**src/rtl/eam_pkg.sv**
```systemverilog
`default_nettype none

package eam_pkg;

  // Port widths
  localparam int ANG_W = 16;
  localparam int OUT_W = 16;

  // Folded angle: 0 .. one quarter turn inclusive
  localparam int QTR_W = 14;
  localparam int RED_W = QTR_W + 1;
  localparam logic [RED_W-1:0] QUARTER = RED_W'(16384);

  // Coarse / fine split of the folded angle
  localparam int LO_W     = 7;
  localparam int COARSE_N = 129;
  localparam int FINE_N   = 128;

  // Table precision: unsigned, 52 fraction bits, 1.0 representable
  localparam int TBL_FRAC = 52;
  localparam int TBL_W    = TBL_FRAC + 1;
  localparam int SPLIT    = 26;
  localparam int TOP_W    = TBL_W - SPLIT;

  // Queue between front and back
  localparam int FIFO_DEPTH = 4;
  localparam int PTR_W      = 2;

  localparam real FULL_TURN = 65536.0;
  localparam real PI        = 3.14159265358979323846;
  localparam real TBL_SCALE = 4503599627370496.0;

  typedef logic [TBL_W-1:0] coarse_tbl_t [COARSE_N];
  typedef logic [TBL_W-1:0] fine_tbl_t [FINE_N];

  function automatic logic [TBL_W-1:0] to_tbl(real x);
    longint v;
    v = longint'(x * TBL_SCALE);
    return TBL_W'(v);
  endfunction

  // sin/cos at multiples of 128 angle units
  function automatic coarse_tbl_t build_coarse(bit use_cos);
    coarse_tbl_t t;
    real ang;
    for (int i = 0; i < COARSE_N; i++) begin
      ang  = 2.0 * PI * real'(i * (1 << LO_W)) / FULL_TURN;
      t[i] = use_cos ? to_tbl($cos(ang)) : to_tbl($sin(ang));
    end
    return t;
  endfunction

  // sin/cos at 0 .. 127 angle units
  function automatic fine_tbl_t build_fine(bit use_cos);
    fine_tbl_t t;
    real ang;
    for (int i = 0; i < FINE_N; i++) begin
      ang  = 2.0 * PI * real'(i) / FULL_TURN;
      t[i] = use_cos ? to_tbl($cos(ang)) : to_tbl($sin(ang));
    end
    return t;
  endfunction

  localparam coarse_tbl_t COARSE_SIN = build_coarse(1'b0);
  localparam coarse_tbl_t COARSE_COS = build_coarse(1'b1);
  localparam fine_tbl_t   FINE_SIN   = build_fine(1'b0);
  localparam fine_tbl_t   FINE_COS   = build_fine(1'b1);

  // One sine argument folded into the first quadrant
  typedef struct packed {
    logic [RED_W-1:0] r;
    logic             neg;
  } arg_t;

  // Classified request: six sine arguments
  typedef struct packed {
    arg_t sp;
    arg_t cp;
    arg_t sh;
    arg_t ch;
    arg_t sb;
    arg_t cb;
  } item_t;

endpackage

`default_nettype wire

```
**src/rtl/eam_fifo.sv**
```systemverilog
`default_nettype none

module eam_fifo import eam_pkg::*; (
  input  logic  clk,
  input  logic  rst,
  input  logic  push,
  input  item_t wr_data,
  output logic  full,
  output logic  pop,
  output item_t rd_data
);

  item_t            mem [FIFO_DEPTH];
  logic [PTR_W-1:0] wr_ptr;
  logic [PTR_W-1:0] rd_ptr;
  logic [PTR_W:0]   count;

  assign full    = (count == (PTR_W + 1)'(FIFO_DEPTH));
  // back end never stalls: drain whenever something is queued
  assign pop     = (count != '0);
  assign rd_data = mem[rd_ptr];

  always_ff @(posedge clk) begin
    if (rst) begin
      wr_ptr <= '0;
      rd_ptr <= '0;
      count  <= '0;
    end else begin
      if (push) begin
        wr_ptr <= wr_ptr + 1'b1;
      end
      if (pop) begin
        rd_ptr <= rd_ptr + 1'b1;
      end
      count <= count + (PTR_W + 1)'(push) - (PTR_W + 1)'(pop);
    end
  end

  always_ff @(posedge clk) begin
    if (push) begin
      mem[wr_ptr] <= wr_data;
    end
  end

endmodule

`default_nettype wire

```
**config.mk**
```make
export PLATFORM = sky130hd
export DESIGN_NAME = eam_fifo
export DESIGN_NICKNAME = d
export VERILOG_FILES = /design/src/rtl/eam_pkg.sv /design/src/rtl/eam_fifo.sv
export SDC_FILE = /design/constraint.sdc
export NUM_CORES = 1
export LEC_CHECK = 0
export BUFFER_PORTS_ARGS = -buffer_cell sky130_fd_sc_hd__buf_4
export CORE_MARGIN = 2
export CORE_UTILIZATION = 54
export DETAILED_ROUTE_END_ITERATION = 10
export PLACE_DENSITY = 0.76
export SETUP_SLACK_MARGIN = 0.2
export SYNTH_ARGS = -nofsm -noshare
export SYNTH_HDL_FRONTEND = slang
export SYNTH_SLANG_ARGS = --single-unit
```
**constraint.sdc**
```tcl
create_clock -name clk -period 3.61 [get_ports clk]
set_input_delay 0.5415 -clock clk [delete_from_list [all_inputs] [get_ports clk]]
set_output_delay 0.5415 -clock clk [all_outputs]
set_load 0.05 [all_outputs]
```
==> impl_metrics.yaml <==
run_status:
  status: "finished clean"
worst_setup_path:
  cp.arrival_ns: 2.37
  critPathKind: "register to output pin"
  cp_max_fo: 27
  critPathRequiredTime_ns: 3.07
  worstSetupStartpointType: "register"
  crit_path_end_kind: "output pin"
  reg2reg_slack_ns: 1.56
timing:
  tns_ns: 0
  worst_pin_slew_ns: 0.6142
  finalHoldViolations: 0
  worst_hold_slack_ns: 0.2268
  finalMaxSlewViolations: 0
  slew_headroom_pct: 59.06
  skew_ns: 0.007324
  fin_crit_ns: 2.914
  setup_viol: 0
  rsz0062_at_grt: "false"
  max_freq_mhz: 343.2
  period_share_pct: 80.72
clock_tree:
  cts-buffers-inserted: 39
  postCtsSetupBuffers: 0
  cts_tree: "built"
  cts.sinks: 393
  clkSlewWorstSetupHoldPaths_ns: 0.06
  clk_latency_ns: 0.51
  cts_hold_buf: 0
  ctsResizeCount: 0
  cts-root-buf: "clkbuf_16"
  cts.path.max_buffers: 3
  cts_max_level: 2
min_path:
  holdCritPathClass: "primary input to register"
drt:
  drc_errors: 0
  via_count: 6353
  drt_iter0_markers: 571
  vias_per_cell: 5.597
  final_antenna_net_count: 0
  drt_pass1_iterations: 4
  wire_per_inst_um: 22.73
  totalWireLength_um: 25800
place:
  gp_congestion: 0.6909
  dp_hpwl_um: 15570
  postPlaceCellArea_sq_um: 16210
  io_buffers: 196
job:
  drv_cap: 0
yosys:
  synth_cells: 546
  ys_types: 23
  yosys_register_bits: 393
  yosysWarnings: 0
  synth_nets: 652
  netlist_area_sq_um: 14310
  seq_area_frac_synth_pct: 81.84
  avgSynthCellArea_sq_um: 26.21
cells_and_area:
  filler_cell_count: 1609
  final_core_util_pct: 67.26
  syn2layout_area_growth_pct: 22.48
  antenna_cells: 0
  fin_nets: 876
  design_area_sq_um: 17530
  drive_above_1_share_pct: 45.88
pwr:
  peakVddDrop_mv: 0.5481
  p_total_w: 0.01433
  p_per_area_nw_per_um2: 817.4
  leakage_nw: 5.943
global_routing:
  grt_max_degree: 66
  grt.total_usage_pct: 18.92
  grt_pass1_vias: 7102
  grt-ovfl-total: 0
  antenna_found_initial: 0
  grt_pass1_wl_um: 39780
floorplan:
  die_h_um: 166.8
  coreArea_sq_um: 26060
  rows: 59
  start_util_pct: 54.91
  die_area_sq_um: 27820
  pin_count: 197
  die_width_um: 166.8
Yosys cell counts:
library cell	n	area share, %
and2_1	4	0.17
and3_1	1	0.044
buf_12	1	0.14
buf_2	11	0.38
buf_6	1	0.079
buf_8	4	0.42
clkbuf_1	6	0.16
dfxtp_1	9	1.3
edfxtp_1	384	81
fa_1	1	0.14
ha_1	6	0.52
inv_1	6	0.16
mux2_2	1	0.079
mux2i_1	1	0.070
mux4_2	96	15
nor2_1	4	0.10
nor2b_1	3	0.13
nor3_1	2	0.070
nor4_1	1	0.044
o31a_1	1	0.061
or3_1	1	0.044
xnor2_1	1	0.061
xor3_1	1	0.17
layout make-up:
class | count | area [sq um] | share of cell area (%)
Timing Repair Buffer | 206 | 1634 | 9.323
Clock buffer | 45 | 1041 | 5.939
Multi-Input combinational cell | 124 | 2417 | 13.79
Inverter | 6 | 22.52 | 0.1285
Clock inverter | 26 | 274.0 | 1.563
Sequential cell | 393 | 11720 | 66.86
Tap cell | 335 | 419.2 | 2.391
cells in the final DEF, fill, tap and decap left out, drive strengths merged:
| cell type | netlist | final |
|---|---|---|
| mux4 | 96 | 96 |
| clkbuf | 6 | 45 |
| clkinv | 0 | 18 |
| nor2 | 4 | 4 |
| or3 | 1 | 1 |
| mux2i | 1 | 1 |
| xor3 | 1 | 1 |
| and3 | 1 | 1 |
| nor3 | 2 | 2 |
| o31a | 1 | 1 |
| dfxtp | 9 | 9 |
| bufinv | 0 | 6 |
| mux2 | 1 | 1 |
| nor4 | 1 | 1 |
| edfxtp | 384 | 384 |
| buf | 17 | 206 |
| nor2b | 3 | 3 |
| ha | 6 | 6 |
| and2 | 4 | 4 |
| xnor2 | 1 | 1 |
| inv | 6 | 6 |
| fa | 1 | 1 |
| clkinvlp | 0 | 2 |
state kept, by name, indices dropped and copies added, names as in the netlist, named ones only:
signal / cells
mem: 384
count: 3
rd_ptr: 2
wr_ptr: 2
final timing paths:
check	endpoint	depth (start not counted)	from
hold / removal	mem[3][36]	1	wr_data[36]
setup reg to reg	count[2]	7	count[1]
hold reg to reg	wr_ptr[0]	2	wr_ptr[0]
setup / recovery	rd_data[38]	3	register
per-layer routing:
| layer | global-route usage [%] | share of wire, % | up-vias |
|---|---|---|---|
| met4 | 5.547 | 2.0 | 0 |
| li1 | - | - | 2789 |
| met1 | 23.64 | 38 | 3296 |
| met5 | 0 | 0 | - |
| met3 | 4.872 | 7.6 | 42 |
| met2 | 33.06 | 52 | 226 |
critical path: stages, from the launching register on:
cell and delay, ns:
dfxtp_4 0.70, buf_4 0.36, mux4_2 0.57, buf_4 0.21
report_power, final:
group | switching (W) | total [W] | internal (W)
clock | 0.00157 | 0.00407 | 0.00249
sequential | 0.000227 | 0.00550 | 0.00527
combinational | 0.00299 | 0.00476 | 0.00177
total | 0.00479 | 0.0143 | 0.00953
logic make-up after synthesis:
| group | synth area share [%] |
|---|---|
| DFF | 81.84 |
| buffers and inverters | 1.338 |
| xor gates and xnor gates | 0.2273 |
| and+or+nand+nor | 0.6121 |
| AOI/OAI and AO/OA | 0.06122 |
| adders and majority gates | 0.6645 |
| muxes | 15.26 |
metrics by stage:
step                      setup WS (ns)  instances
after floorplan                  0.3808        546
after global placement            1.186       1064
after detailed placement          1.166       1064
after CTS                        0.6010       1135
after global routing             0.5260       1135
final                            0.6960       1135
Note: power is estimated with default switching activity, not from simulation.
