--- src/rtl/eam_pkg.sv ---
`default_nettype none

package eam_pkg;

  // Port widths
  localparam int ANG_W = 16;
  localparam int OUT_W = 16;

  // Folded angle: 0 .. one quarter turn inclusive
  localparam int QTR_W = 14;
  localparam int RED_W = QTR_W + 1;
  localparam logic [RED_W-1:0] QUARTER = RED_W'(16384);

  // Coarse / fine split of the folded angle
  localparam int LO_W     = 7;
  localparam int COARSE_N = 129;
  localparam int FINE_N   = 128;

  // Table precision: unsigned, 52 fraction bits, 1.0 representable
  localparam int TBL_FRAC = 52;
  localparam int TBL_W    = TBL_FRAC + 1;
  localparam int SPLIT    = 26;
  localparam int TOP_W    = TBL_W - SPLIT;

  // Queue between front and back
  localparam int FIFO_DEPTH = 4;
  localparam int PTR_W      = 2;

  localparam real FULL_TURN = 65536.0;
  localparam real PI        = 3.14159265358979323846;
  localparam real TBL_SCALE = 4503599627370496.0;

  typedef logic [TBL_W-1:0] coarse_tbl_t [COARSE_N];
  typedef logic [TBL_W-1:0] fine_tbl_t [FINE_N];

  function automatic logic [TBL_W-1:0] to_tbl(real x);
    longint v;
    v = longint'(x * TBL_SCALE);
    return TBL_W'(v);
  endfunction

  // sin/cos at multiples of 128 angle units
  function automatic coarse_tbl_t build_coarse(bit use_cos);
    coarse_tbl_t t;
    real ang;
    for (int i = 0; i < COARSE_N; i++) begin
      ang  = 2.0 * PI * real'(i * (1 << LO_W)) / FULL_TURN;
      t[i] = use_cos ? to_tbl($cos(ang)) : to_tbl($sin(ang));
    end
    return t;
  endfunction

  // sin/cos at 0 .. 127 angle units
  function automatic fine_tbl_t build_fine(bit use_cos);
    fine_tbl_t t;
    real ang;
    for (int i = 0; i < FINE_N; i++) begin
      ang  = 2.0 * PI * real'(i) / FULL_TURN;
      t[i] = use_cos ? to_tbl($cos(ang)) : to_tbl($sin(ang));
    end
    return t;
  endfunction

  localparam coarse_tbl_t COARSE_SIN = build_coarse(1'b0);
  localparam coarse_tbl_t COARSE_COS = build_coarse(1'b1);
  localparam fine_tbl_t   FINE_SIN   = build_fine(1'b0);
  localparam fine_tbl_t   FINE_COS   = build_fine(1'b1);

  // One sine argument folded into the first quadrant
  typedef struct packed {
    logic [RED_W-1:0] r;
    logic             neg;
  } arg_t;

  // Classified request: six sine arguments
  typedef struct packed {
    arg_t sp;
    arg_t cp;
    arg_t sh;
    arg_t ch;
    arg_t sb;
    arg_t cb;
  } item_t;

endpackage

`default_nettype wire

--- src/rtl/eam_front.sv ---
`default_nettype none

module eam_front import eam_pkg::*; (
  input  logic             clk,
  input  logic             rst,
  input  logic             start,
  input  logic [ANG_W-1:0] pitch,
  input  logic [ANG_W-1:0] heading,
  input  logic [ANG_W-1:0] bank,
  input  logic             q_full,
  output logic             busy,
  output logic             push,
  output item_t            item
);

  logic vld;
  logic accept;

  // Fold a binary angle into 0..quarter plus a sign
  function automatic arg_t fold(logic [ANG_W-1:0] a);
    arg_t             f;
    logic [QTR_W-1:0] low;
    low   = a[QTR_W-1:0];
    f.neg = a[ANG_W-1];
    f.r   = a[QTR_W] ? (QUARTER - {1'b0, low}) : {1'b0, low};
    return f;
  endfunction

  // Cosine is sine a quarter turn later
  function automatic arg_t fold_cos(logic [ANG_W-1:0] a);
    return fold(a + ANG_W'(QUARTER));
  endfunction

  assign busy   = vld & q_full;
  assign accept = start & ~busy;
  assign push   = vld & ~q_full;

  always_ff @(posedge clk) begin
    if (rst) begin
      vld <= 1'b0;
    end else begin
      vld <= accept | busy;
    end
  end

  // Request register, held while the queue is full
  always_ff @(posedge clk) begin
    if (accept) begin
      item.sp <= fold(pitch);
      item.cp <= fold_cos(pitch);
      item.sh <= fold(heading);
      item.ch <= fold_cos(heading);
      item.sb <= fold(bank);
      item.cb <= fold_cos(bank);
    end
  end

endmodule

`default_nettype wire

--- config.mk ---
export PLATFORM = sky130hd
export DESIGN_NAME = eam_front
export DESIGN_NICKNAME = d
export VERILOG_FILES = /design/src/rtl/eam_pkg.sv /design/src/rtl/eam_front.sv
export SDC_FILE = /design/constraint.sdc
export NUM_CORES = 1
export LEC_CHECK = 0
export BUFFER_PORTS_ARGS = -buffer_cell sky130_fd_sc_hd__buf_2
export CAP_MARGIN = 20
export CORE_UTILIZATION = 51
export DETAILED_ROUTE_END_ITERATION = 10
export PLACE_DENSITY = 0.85
export SLEW_MARGIN = 5
export SYNTH_ARGS = -nofsm -noshare
export SYNTH_HDL_FRONTEND = slang
export SYNTH_SLANG_ARGS = --single-unit
--- constraint.sdc ---
create_clock -name clk -period 7.7 [get_ports clk]
set_input_delay 0.77 -clock clk [delete_from_list [all_inputs] [get_ports clk]]
set_output_delay 0.77 -clock clk [all_outputs]
set_load 0.02 [all_outputs]
==> flow_summary_export.csv <==
group,metric,value,unit
grt,grt_pass1_wl,13.14,mm
clocking,clock_latency,0.35,ns
clocking,cts_resized,0,
detailed_routing,wirelength,8.992,mm
floorplanning,start_util,0.5360,
critical_path,cpLargestDelayFamily,"simple AND/OR/NAND/NOR gates",
synth,syn_area,0.004471,sq mm
critical_path,slowest_stage,"or4b_2",
flow_run,drv_cap,0,
detailed_routing,wl_met3,575,microns
sta,setup_ws,5.452,ns
sta,finalCritPeriodShare,0.2919,
synth,yosysUniqueCellTypes,38,
clocking,ctsHoldBuffers,0,
sta,finalSetupViolCount,0,
clocking,post_cts_buffers,0,
sta,rsz0062_at_grt,"no",
cells_and_area,diodes,0,
floorplanning,die_area,0.009144,sq mm
floorplanning,io_pins,150,
critical_path,crit_fanout,6,
synth,synth_seq_cells,94,
clocking,cts_tree,"done",
critical_path,cp_data_arrival_time,2.36,ns
grt,grt_overflow,0,
sta,drv_slew,0,
floorplanning,core_area,0.008341,sq mm
placement,routabilityCongestion,0.7763,
detailed_routing,avgRoutedWirePerCell,15.09,microns
sta,whs,0.5651,ns
synth,syn_area_per_cell,13.00,sq um
critical_path,critical_path_class,"in -> reg",
sta,timing.setup.tns,0,ns
critical_path,crit_chain,"buf_2, inv_1, ha_1, or4b_2, nor3_1, nand2b_1, xnor2_1",
critical_path,critical_path_buf_inv_count,2,
grt,antenna_found_initial,0,
clocking,cts_root_buffer,"clkbuf_8",
cells_and_area,syn2layout_area_growth,22.75,%
power_and_ir_drop,cellPowerDensity,209.5,mW/mm^2
detailed_routing,wirelength_met1,3.707,mm
detailed_routing,top_layer,"met4",
placement,port_buffers,149,
grt,grtUsageTotal,0.1942,
power_and_ir_drop,ir_drop,104.9,uV
detailed_routing,dr.first_iter.drc_count,112,
min_path,min_path_type,"in -> reg",
synth,syn_nets,399,
detailed_routing,num_vias,3122,
sta,min_period,2.248,ns
synth,synthFlopType,"edfxtp_1",
detailed_routing,dr.pass1.iters,4,
sta,hold_viol_final,0,
detailed_routing,vias_per_cell,5.238,
placement,pre_cts_slack,5.077,ns
cells_and_area,fillCellCount,643,
synth,ys_seq_area_frac,0.6292,
floorplanning,rows,33,
power_and_ir_drop,p_total,0.001150,W
grt,grt_pass1_vias,2815,
detailed_routing,dr_wl_met2,4.601,mm
clocking,numCtsBuffers,9,
sta,fin_worst_skew,0.008314,ns
detailed_routing,drc,0,
clocking,path_clk_slew,0.09,ns
placement,dp_hpwl,6.594,mm
sta,clock.fmax,444.9,MHz
clocking,h-tree-depth,3,
power_and_ir_drop,power_leakage,2.185,nW
synth,synth_async_sr_flop_share,0,
critical_path,critPathCaptureType,"flip-flop",
detailed_routing,ant_nets,0,
floorplanning,die_y,95.63,microns
floorplanning,die_w,95.63,microns
grt,grt_max_degree,94,
critical_path,r2r_start,"vld",
critical_path,cp-start-kind,"input port",
synth,synth_edf_count,93,
critical_path,cp.required,7.81,ns
synth,yosysWarnings,0,
clocking,clock_sinks,94,
sta,relSlewSlack,0.5174,
cells_and_area,nets,541,
min_path,min_from,"rst",
sta,worst_pin_slew,0.7183,ns
critical_path,slowest_delay,0.68,ns
critical_path,critPathLaunch,"bank[1]",
clocking,clock_path_buffers,2,
status,status,"complete, no violations",
cells_and_area,drive_gt1_frac,0.3625,
synth,synthCells,344,
## synthesized netlist by cell type, drive strengths merged (4+ instances only)
cell type  number  share of area
nor2b           4         0.0056
buf             7          0.010
a21oi           9          0.010
a31oi           5         0.0070
nor4            9          0.013
edfxtp         93           0.62
o21ai          20          0.022
nand2          18          0.015
inv             8         0.0067
nand2b          8          0.011
nor3            6         0.0067
xor2           34          0.067
or3             4         0.0078
clkbuf         13          0.011
xnor2          41          0.080
nor2           32          0.027
## cells by family (layout without fill, tap and decap cells)
logic type	Yosys count	in the layout	synth area share
buf+inv	28	175	0.02771
simple gates	98	98	0.1159
mux	3	3	0.007556
xor+xnor	75	75	0.1469
flops	94	94	0.6292
compound gates	43	43	0.06437
fa+ha+maj	3	3	0.008397
## placed cells by master, fill, tap and decap left out, drive strengths merged, types with 2 or more instances in the layout
cell,count
clkbuf,11
or4b,2
nor3,6
a21oi,9
or4,3
or3,4
buf,151
a31oi,5
nor4b,2
nor4,9
o31ai,3
inv,8
edfxtp,93
nor2b,4
mux2,3
and2,3
xor2,34
clkinv,3
nor2,32
nand2,18
o41ai,3
o21ai,20
or2,2
ha,3
nand2b,8
a21o,2
xnor2,41
## worst register-to-register path: cells and delay by family, from the launching register on
family	cells	cell delay, ns
buffers and inverters	2	0.77
flip-flops	1	0.32
AND/OR/NAND/NOR	2	0.29
## report_power, final
| part | total (W) | switching, W | internal [W] |
|---|---|---|---|
| Clock | 0.000320 | 0.000169 | 0.000151 |
| Combinational | 0.000204 | 0.000132 | 0.0000721 |
| Sequential | 0.000626 | 0.0000110 | 0.000615 |
| Total | 0.00115 | 0.000312 | 0.000838 |
## layout make-up
cell class | instances | area, sq um | share of cell area
clock buffers | 11 | 131.4 | 0.02394
clock inverters | 5 | 60.06 | 0.01094
inverters | 8 | 30.03 | 0.005472
multi-input cells | 222 | 1541 | 0.2809
flip-flops and latches | 94 | 2813 | 0.5125
well taps | 105 | 131.4 | 0.02394
repair buffers | 151 | 780.7 | 0.1423
## worst paths after layout
path                                 end  slack (ns)  cells past startpoint
worst max-delay path            item[27]        5.45                      7
worst min-delay path                 vld        0.57                      2
worst min register to register       vld        0.67                      3
worst max register to register  item[66]        5.97                      4
## per-layer routing
layer	vias to the layer above	track usage
met1	1490	0.2364
met2	119	0.3315
met5	-	0
li1	1505	-
met3	8	0.04785
met4	0	0.07587
## through the flow
step | utilization | area [sq um] | cells
5_1_grt | 0.6580 | 5488 | 596
4_1_cts | 0.6547 | 5460 | 595
6_report | 0.6580 | 5488 | 596
3_3_place_gp | 0.6317 | 5269 | 579
2_1_floorplan | - | 4471 | 344
3_5_place_dp | 0.6317 | 5269 | 579
## flip-flops by register name, indices dropped and copies added, names as in the netlist
register / flops
vld: 1
item: 93
(Power assumes the default switching activity.)
